**config.mk**
```make
export PLATFORM = sky130hd
export DESIGN_NAME = gcm_ghash_top
export DESIGN_NICKNAME = d
export VERILOG_FILES = /design/src/design/gh_pkg.sv /design/src/design/gh_front.sv /design/src/design/gh_fifo.sv /design/src/design/gh_back.sv /design/src/design/gcm_ghash_top.sv
export SDC_FILE = /design/constraint.sdc
export NUM_CORES = 2
export LEC_CHECK = 0
export BUFFER_PORTS_ARGS = -buffer_cell sky130_fd_sc_hd__buf_4
export CAP_MARGIN = 20
export CORE_MARGIN = 10
export CORE_UTILIZATION = 46
export DETAILED_ROUTE_END_ITERATION = 8
export GPL_TIMING_DRIVEN = 1
export PLACE_DENSITY_LB_ADDON = 0.3
export SLEW_MARGIN = 20
export SYNTH_ARGS = -nofsm -noshare
export SYNTH_HDL_FRONTEND = slang
export SYNTH_SLANG_ARGS = --single-unit
```
**constraint.sdc**
```tcl
create_clock -name clock -period 11.6 [get_ports clock]
set_input_delay 2.32 -clock clock [delete_from_list [all_inputs] [get_ports clock]]
set_output_delay 2.32 -clock clock [all_outputs]
set_load 0.01 [all_outputs]
```
**src/design/gh_pkg.sv**
```systemverilog
// ----------------------------------------------------------------------------
// GHASH package
// Widths, codes, queue entry type and GF(2^128) helpers for the GHASH block.
// ----------------------------------------------------------------------------
package gh_pkg;

   localparam int BLOCK_W     = 128;
   localparam int HALF_W      = 64;
   localparam int LEN_W       = 64;
   localparam int CNT_W       = 5;
   localparam int FUNC_W      = 2;
   localparam int DIGIT_W     = 8;
   localparam int BLOCK_BYTES = BLOCK_W / 8;
   localparam int STEPS       = BLOCK_W / DIGIT_W;
   localparam int STEP_W      = $clog2(STEPS);
   localparam int REQ_DATA_W  = ((2 * HALF_W + CNT_W + 7) / 8) * 8;
   localparam int RSP_DATA_W  = 2 * HALF_W;
   localparam int CSR_IDX_W   = 1;
   localparam int QDEPTH      = 2;
   localparam int QPTR_W      = $clog2(QDEPTH);
   localparam int QCNT_W      = $clog2(QDEPTH + 1);

   localparam logic [STEP_W-1:0] STEP_LAST   = STEP_W'(STEPS - 1);
   localparam logic [CNT_W-1:0]  FULL_BYTES  = CNT_W'(BLOCK_BYTES);
   localparam logic [7:0]        REDUCE_BYTE = 8'hE1;

   localparam logic [CSR_IDX_W-1:0] CSR_KEY_HI = 1'b0;
   localparam logic [CSR_IDX_W-1:0] CSR_KEY_LO = 1'b1;

   typedef enum logic [FUNC_W-1:0] {
      FUNC_AAD    = 2'd0,
      FUNC_CIPHER = 2'd1,
      FUNC_FINISH = 2'd2
   } func_type;

   typedef enum logic {
      ST_IDLE,
      ST_MUL
   } state_type;

   typedef struct packed {
      func_type             op;
      logic [BLOCK_W-1:0]   block;
      logic [CNT_W-1:0]     nbytes;
   } entry_type;

   // Multiply by x in the bit-reflected GCM field (field bit 0 is vector bit 127).
   function automatic logic [BLOCK_W-1:0] gf_mulx(input logic [BLOCK_W-1:0] v);
      logic [BLOCK_W-1:0] r;
      r = v >> 1;
      if (v[0]) begin
         r[BLOCK_W-1 -: 8] = r[BLOCK_W-1 -: 8] ^ REDUCE_BYTE;
      end
      return r;
   endfunction

   function automatic logic [BLOCK_W-1:0] gf_mulx_digit(input logic [BLOCK_W-1:0] v);
      logic [BLOCK_W-1:0] r;
      r = v;
      for (int i = 0; i < DIGIT_W; i++) begin
         r = gf_mulx(r);
      end
      return r;
   endfunction

endpackage

```
**src/design/gh_front.sv**
```systemverilog
// ----------------------------------------------------------------------------
// GHASH front end
// Classifies incoming transactions, drops the ones with no effect, pads the
// block to its valid byte count and hands the result to the queue.
// ----------------------------------------------------------------------------
module gh_front
   import gh_pkg::*;
(
   input  logic                  req_tvalid,
   output logic                  req_tready,
   input  logic [REQ_DATA_W-1:0] req_tdata,
   input  logic [FUNC_W-1:0]     req_tuser,
   input  logic                  q_full,
   output logic                  q_push,
   output entry_type             q_entry
);

   logic [BLOCK_W-1:0] raw_block;
   logic [CNT_W-1:0]   raw_count;
   logic [CNT_W-1:0]   nbytes;
   logic               is_absorb;
   logic               is_finish;
   logic [BLOCK_W-1:0] padded;

   assign raw_block = {req_tdata[HALF_W-1:0], req_tdata[2*HALF_W-1:HALF_W]};
   assign raw_count = req_tdata[2*HALF_W +: CNT_W];
   assign nbytes    = (raw_count > FULL_BYTES) ? FULL_BYTES : raw_count;

   assign is_absorb = ((req_tuser == FUNC_AAD) || (req_tuser == FUNC_CIPHER)) &&
                      (raw_count != '0);
   assign is_finish = (req_tuser == FUNC_FINISH);

   // Byte 0 sits in the top byte of the block vector.
   always_comb begin
      for (int b = 0; b < BLOCK_BYTES; b++) begin
         padded[BLOCK_W-1-8*b -: 8] = (CNT_W'(b) < nbytes) ? raw_block[BLOCK_W-1-8*b -: 8]
                                                            : 8'h00;
      end
   end

   assign req_tready     = !q_full;
   assign q_push         = req_tvalid && req_tready && (is_absorb || is_finish);
   assign q_entry.op     = func_type'(req_tuser);
   assign q_entry.block  = padded;
   assign q_entry.nbytes = nbytes;

endmodule

```
**src/design/gh_fifo.sv**
```systemverilog
// ----------------------------------------------------------------------------
// GHASH queue
// Short first-in first-out queue between the front end and the multiply
// engine.
// ----------------------------------------------------------------------------
module gh_fifo
   import gh_pkg::*;
(
   input  logic      clock,
   input  logic      reset,
   input  logic      push,
   input  entry_type push_data,
   output logic      full,
   input  logic      pop,
   output logic      out_valid,
   output entry_type out_data
);

   entry_type           mem_ff [QDEPTH];
   logic [QPTR_W-1:0]   wr_ptr_ff, wr_ptr_in;
   logic [QPTR_W-1:0]   rd_ptr_ff, rd_ptr_in;
   logic [QCNT_W-1:0]   count_ff, count_in;

   assign full      = (count_ff == QCNT_W'(QDEPTH));
   assign out_valid = (count_ff != '0);
   assign out_data  = mem_ff[rd_ptr_ff];

   always_comb begin
      wr_ptr_in = push ? wr_ptr_ff + 1'b1 : wr_ptr_ff;
      rd_ptr_in = pop  ? rd_ptr_ff + 1'b1 : rd_ptr_ff;
      count_in  = count_ff;
      if (push && !pop) begin
         count_in = count_ff + 1'b1;
      end else if (pop && !push) begin
         count_in = count_ff - 1'b1;
      end
   end

   always_ff @(posedge clock) begin
      if (reset) begin
         wr_ptr_ff <= '0;
         rd_ptr_ff <= '0;
         count_ff  <= '0;
      end else begin
         wr_ptr_ff <= wr_ptr_in;
         rd_ptr_ff <= rd_ptr_in;
         count_ff  <= count_in;
      end
   end

   always_ff @(posedge clock) begin
      if (push) begin
         mem_ff[wr_ptr_ff] <= push_data;
      end
   end

endmodule

```
**src/design/gh_back.sv**
```systemverilog
// ----------------------------------------------------------------------------
// GHASH multiply engine
// Holds the key, running tag, bit counts; multiplies by H one operand byte per
// cycle unless a finish is stalled. Drives the registered tag output.
// ----------------------------------------------------------------------------
module gh_back
   import gh_pkg::*;
(
   input  logic                  clock,
   input  logic                  reset,
   input  logic                  q_valid,
   input  entry_type             q_data,
   output logic                  q_pop,
   input  logic                  csr_we,
   input  logic [CSR_IDX_W-1:0]  csr_index,
   input  logic [HALF_W-1:0]     csr_wdata,
   output logic                  rsp_tvalid,
   input  logic                  rsp_tready,
   output logic [RSP_DATA_W-1:0] rsp_tdata
);

   state_type          state_ff, state_in;
   logic [STEP_W-1:0]  step_ff, step_in;
   func_type           op_ff, op_in;
   logic [BLOCK_W-1:0] ysr_ff, ysr_in;
   logic [BLOCK_W-1:0] acc_ff, acc_in;
   logic [LEN_W-1:0]   aad_len_ff, aad_len_in;
   logic [LEN_W-1:0]   cip_len_ff, cip_len_in;
   logic [HALF_W-1:0]  key_hi_ff, key_hi_in;
   logic [HALF_W-1:0]  key_lo_ff, key_lo_in;
   logic               rsp_valid_ff, rsp_valid_in;
   logic [BLOCK_W-1:0] rsp_data_ff, rsp_data_in;

   logic [BLOCK_W-1:0] hx [DIGIT_W];
   logic [BLOCK_W-1:0] partial;
   logic [BLOCK_W-1:0] acc_step;
   logic [LEN_W-1:0]   add_bits;
   logic               last_step;
   logic               out_busy;
   logic               advance;

   // H times x^j for the eight bit positions of one operand byte.
   always_comb begin
      hx[0] = {key_hi_ff, key_lo_ff};
      for (int j = 1; j < DIGIT_W; j++) begin
         hx[j] = gf_mulx(hx[j-1]);
      end
   end

   // The lowest operand bit carries the highest power of x within the byte.
   always_comb begin
      partial = '0;
      for (int m = 0; m < DIGIT_W; m++) begin
         if (ysr_ff[m]) begin
            partial = partial ^ hx[DIGIT_W-1-m];
         end
      end
   end

   assign acc_step  = gf_mulx_digit(acc_ff) ^ partial;
   assign last_step = (step_ff == STEP_LAST);
   assign out_busy  = rsp_valid_ff && !rsp_tready;
   assign add_bits  = {{(LEN_W-CNT_W-3){1'b0}}, q_data.nbytes, 3'b000};

   always_comb begin
      state_in = state_ff;
      unique case (state_ff)
         ST_IDLE: begin
            if (q_valid) begin
               state_in = ST_MUL;
            end
         end
         ST_MUL: begin
            if (last_step && !((op_ff == FUNC_FINISH) && out_busy)) begin
               state_in = ST_IDLE;
            end
         end
         default: state_in = ST_IDLE;
      endcase
   end

   always_comb begin
      q_pop   = 1'b0;
      advance = 1'b0;
      unique case (state_ff)
         ST_IDLE: q_pop = q_valid;
         ST_MUL:  advance = !(last_step && (op_ff == FUNC_FINISH) && out_busy);
         default: begin
            q_pop   = 1'b0;
            advance = 1'b0;
         end
      endcase
   end

   always_comb begin
      step_in      = step_ff;
      op_in        = op_ff;
      ysr_in       = ysr_ff;
      acc_in       = acc_ff;
      aad_len_in   = aad_len_ff;
      cip_len_in   = cip_len_ff;
      rsp_valid_in = rsp_valid_ff && !rsp_tready;
      rsp_data_in  = rsp_data_ff;
      key_hi_in    = key_hi_ff;
      key_lo_in    = key_lo_ff;

      if (csr_we) begin
         unique case (csr_index)
            CSR_KEY_HI: key_hi_in = csr_wdata;
            CSR_KEY_LO: key_lo_in = csr_wdata;
            default:    key_hi_in = key_hi_ff;
         endcase
      end

      if (q_pop) begin
         step_in = '0;
         op_in   = q_data.op;
         acc_in  = '0;
         case (q_data.op)
            FUNC_FINISH: begin
               ysr_in     = acc_ff ^ {aad_len_ff, cip_len_ff};
               aad_len_in = '0;
               cip_len_in = '0;
            end
            FUNC_AAD: begin
               ysr_in     = acc_ff ^ q_data.block;
               aad_len_in = aad_len_ff + add_bits;
            end
            default: begin
               ysr_in     = acc_ff ^ q_data.block;
               cip_len_in = cip_len_ff + add_bits;
            end
         endcase
      end else if (advance) begin
         step_in = step_ff + 1'b1;
         ysr_in  = ysr_ff >> DIGIT_W;
         acc_in  = acc_step;
         if (last_step && (op_ff == FUNC_FINISH)) begin
            acc_in       = '0;
            rsp_data_in  = acc_step;
            rsp_valid_in = 1'b1;
         end
      end
   end

   always_ff @(posedge clock) begin
      if (reset) begin
         state_ff     <= ST_IDLE;
         step_ff      <= '0;
         op_ff        <= FUNC_AAD;
         acc_ff       <= '0;
         aad_len_ff   <= '0;
         cip_len_ff   <= '0;
         key_hi_ff    <= '0;
         key_lo_ff    <= '0;
         rsp_valid_ff <= 1'b0;
      end else begin
         state_ff     <= state_in;
         step_ff      <= step_in;
         op_ff        <= op_in;
         acc_ff       <= acc_in;
         aad_len_ff   <= aad_len_in;
         cip_len_ff   <= cip_len_in;
         key_hi_ff    <= key_hi_in;
         key_lo_ff    <= key_lo_in;
         rsp_valid_ff <= rsp_valid_in;
      end
   end

   always_ff @(posedge clock) begin
      ysr_ff      <= ysr_in;
      rsp_data_ff <= rsp_data_in;
   end

   assign rsp_tvalid = rsp_valid_ff;
   assign rsp_tdata  = {rsp_data_ff[HALF_W-1:0], rsp_data_ff[BLOCK_W-1:HALF_W]};

endmodule

```
**src/design/gcm_ghash_top.sv**
```systemverilog
// ----------------------------------------------------------------------------
// GCM GHASH top level
// Front end, queue and multiply engine of the GHASH authenticator.
// ----------------------------------------------------------------------------
// Each AAD, ciphertext or finish transaction occupies the shared GF(2^128)
// multiply unit: it loads the operand, then folds in the operand bytes one
// at a time. Transactions with an unused function code or a zero byte count
// are dropped in the front end. A two-entry queue lets the input side run
// ahead of the multiply unit, and the tag stays in an output register until
// taken while new transactions are still accepted. Key writes are taken on
// any cycle with no wait.
module gcm_ghash_top
   import gh_pkg::*;
(
   input  logic                  clock,
   input  logic                  reset,
   input  logic                  req_tvalid,
   output logic                  req_tready,
   // block_hi, block_lo, valid_bytes, zero fill
   input  logic [REQ_DATA_W-1:0] req_tdata,
   // func
   input  logic [FUNC_W-1:0]     req_tuser,
   output logic                  rsp_tvalid,
   input  logic                  rsp_tready,
   // tag_hi, tag_lo
   output logic [RSP_DATA_W-1:0] rsp_tdata,
   input  logic                  csr_we,
   input  logic [CSR_IDX_W-1:0]  csr_index,
   input  logic [HALF_W-1:0]     csr_wdata
);

   logic      q_full;
   logic      q_push;
   entry_type q_entry;
   logic      q_pop;
   logic      q_valid;
   entry_type q_data;

   gh_front u_front (
      .req_tvalid (req_tvalid),
      .req_tready (req_tready),
      .req_tdata  (req_tdata),
      .req_tuser  (req_tuser),
      .q_full     (q_full),
      .q_push     (q_push),
      .q_entry    (q_entry)
   );

   gh_fifo u_fifo (
      .clock     (clock),
      .reset     (reset),
      .push      (q_push),
      .push_data (q_entry),
      .full      (q_full),
      .pop       (q_pop),
      .out_valid (q_valid),
      .out_data  (q_data)
   );

   gh_back u_back (
      .clock      (clock),
      .reset      (reset),
      .q_valid    (q_valid),
      .q_data     (q_data),
      .q_pop      (q_pop),
      .csr_we     (csr_we),
      .csr_index  (csr_index),
      .csr_wdata  (csr_wdata),
      .rsp_tvalid (rsp_tvalid),
      .rsp_tready (rsp_tready),
      .rsp_tdata  (rsp_tdata)
   );

endmodule

```
==> summary.md <==
| Metric | Value |
|---|---|
| Global-route wire length before repair | around 230000 um |
| Pwr Density | 220.0 mW/mm^2 |
| Initial core utilization | 0.4616 |
| YS warnings | 0 |
| TritonCTS clock tree | built |
| R2R Path End | u_back.cip_len_ff[13] |
| Placement Cell Area | 0.05407 sq mm |
| Leakage power | 0.01882 uW |
| WL per Instance | around 22 um |
| Final Skew | 0.03040 ns |
| 1st-pass router iterations | 5 |
| Fmax | about 190 MHz |
| Mapped cell area | around 0.051 sq mm |
| H-tree depth | 3 |
| Routed via count | about 40000 |
| Root buf cell | clkbuf_16 |
| Hold Path Sink | u_back.aad_len_ff[3] |
| Crit Path Max Fanout | 66 |
| Hold-fix buffers, CTS | 0 |
| Worst path arrival time | 5.53 ns |
| Resize count post-CTS | 0 |
| CP Class | in -> reg |
| WP data required | 11.91 ns |
| Area grow syn2layout | 12.68% |
| Fin crit share | 0.4493 |
| CP dominant cell by count | buf_4 |
| Post-synth top area share | 0.3101 |
| Main flop type after synthesis | edfxtp_1 |
| Syn_nets | about 5800 |
| Syn Inst Count | about 5600 |
| Post-synth ARST share | 0 |
| HP Start | u_back.aad_len_ff[3] |
| Mean area per synthesized cell | 9.108 sq um |
| Synth cell count leaders | nand2_1, xnor2_1, edfxtp_1 |
| Total CTS buffers | 98 |
| DRC Markers | 0 |
| IO Port Bufs | 334 |
| Hold Crit Depth | 2 |
| TritonCTS Sinks | between 900 and 1000 |
| Count leader, synth | nand2_1 |
| Startpoint Class | input pin |
| Nets | slightly below 6000 |
| Slew Viols, Final | 0 |
| Post-synth EDFFs | around 530 |
| Largest net degree at the start of global routing | 121 |
| Largest cells by area after synthesis | edfxtp_1, xnor2_1, dfxtp_1 |
| Post-route ant nets | 0 |
| Core ar. | around 0.11 sq mm |
| Rows | approximately 120 |
| GPL Wtd Cong | 0.9096 |
| DIE WIDTH | ~350 um |
| Yosys cell types | between 60 and 70 |
| Worst reg2reg path depth | 10 |
| RSZ-0062 raised after global routing | no |
| Largest area contributor in the netlist | edfxtp_1 |
| Sequential fraction of the synthesis area | 0.4637 |
| Max Cap Viol | 0 |
| CP max-delay cell | buf_4 |
| Clk Latency, worst-skew pair | 0.72 ns |
| Actual slew at the worst max-slew pin | around 1.1 ns |
| Worst min path class | reg -> reg |
| Setup tns final | 0 ns |
| Post-Place Setup Slack | ~5.7 ns |
| CP Capture Type | register |
| Initial antenna violation count | 15 |
| Fin crit period | 5.212 ns |
| Final setup violation count | 0 |
| Final WL | 157500 um |
| IO Pins | 338 |
| Worst path max stage delay | ~0.82 ns |
| Worst path cell trace | buf_4, nor3_1, buf_4, nand2_1, o2111a_1, nor2b_4, buf_4, buf_4 |
| Slew HR | 0.2355 |
| Clock buffer depth | 3 |
| Die Area | about 0.12 sq mm |
| Vert. Die Dim | between 300 and 400 um |
| 1st-iter DRT viols | 4259 |
| #FFs+latches synth | ~920 |
| Vias in the first global route | ~37000 |
| Final hold vios | 0 |
| Setup WS post-layout | roughly 6.4 ns |
| Setup Buffers After CTS | 0 |
| Gr ovfl total | 0 |
| Total GRT Usage | 0.2425 |
| Reg clk slew, reported paths | 0.06 ns |
| Worst VDD drop | between 0.15 and 0.2 mV |
| Result of the run | finished clean |
| Share of cells above drive strength 1 | 0.1010 |
| Reg2reg setup slack | about 6.9 ns |
| Cell area after layout | 0.05740 sq mm |
| Post-DP HPWL | 111400 um |
| Number of vias per cell | approximately 5.4 |
-- worst max-delay path: cells and delay by family --
| family | cells | cell delay (ns) |
|---|---|---|
| buffers and inverters | 4 | 2.09 |
| AND/OR/NAND/NOR | 3 | 0.70 |
| AO/OA/AOI/OAI | 1 | 0.31 |
-- through the flow --
stage	utilization	power, uW	hold slack, ns	instances
global placement	0.4899	9353	0.4564	7025
floorplan	-	7898	0.4494	5593
CTS	0.5196	12610	0.4762	7211
detailed placement	0.4899	9402	0.4685	7025
finish	0.5201	12630	0.4774	7218
global route	0.5200	13160	0.5152	7214
-- final cells by class --
cell class / instances / area, sq um
clock buffers: 140 / 2748
fillers: 10046 / 52960
clock inverters: 46 / 531.8
multi-input cells: 4227 / 25690
inverters: 14 / 57.56
well taps: 1488 / 1862
flip-flops and latches: 917 / 23630
repair buffers: 380 / 2873
diodes: 6 / 15.01
-- routing by layer --
metal / share of wire / vias to the layer above / track usage / routed length, um
li1: - / 18345 / - / -
met1: 0.41 / 18621 / 0.3171 / 64670
met4: 0.053 / 14 / 0.1154 / 8383
met5: 0.00052 / - / 0 / 82
met3: 0.079 / 333 / 0.04994 / 12500
met2: 0.46 / 1607 / 0.3819 / 71870
-- worst max path at each step --
stage	endpoint	start
detailed placement	u_fifo.mem_ff[0][30]	req_tdata[132]
CTS	u_fifo.mem_ff[0][30]	req_tdata[132]
global route	u_fifo.mem_ff[0][35]	req_tdata[132]
floorplan	u_fifo.mem_ff[0][0]	req_tdata[130]
global placement	u_fifo.mem_ff[0][27]	req_tdata[132]
finish	u_fifo.mem_ff[0][30]	req_tdata[132]
-- power by group --
| part | total [uW] | switching, uW | internal, uW |
|---|---|---|---|
| logic | 4790 | 3280 | 1510 |
| clock network | 3180 | 1380 | 1810 |
| registers | 4650 | 399 | 4260 |
| total | 12600 | 5050 | 7580 |
-- registers in the layout (all words and copies together) (netlist names), named ones only --
name and flops:
u_fifo.mem_ff 270, u_back.acc_ff 128, u_back.rsp_data_ff 128, u_back.ysr_ff 128, u_back.key_hi_ff 64, u_back.key_lo_ff 64, u_back.aad_len_ff 61, u_back.cip_len_ff 61
u_back.step_ff 4, u_back.op_ff 2, u_fifo.count_ff 2, u_back.rsp_tvalid 1, u_back.state_ff 1, u_fifo.rd_ptr_ff 1, u_fifo.wr_ptr_ff 1
-- cell usage in the layout (no fill, tap or decap), drive strengths merged, types with 132 or more instances in the layout --
master  instances
nand2        1564
xnor2         965
edfxtp        526
dfxtp         391
buf           380
xor2          327
nor2          279
o21ai         263
a21oi         169
clkbuf        140
mux2i         133
a22oi         132
-- logic make-up after synthesis --
group | share of synthesized area
DFF | 0.4637
muxes | 0.02790
and+or+nand+nor | 0.1791
xor gates and xnor gates | 0.2244
buffers and inverters | 0.03377
AOI/OAI and AO/OA | 0.06740
adders and majority gates | 0.003733
Power figures use the tool's default switching activity.
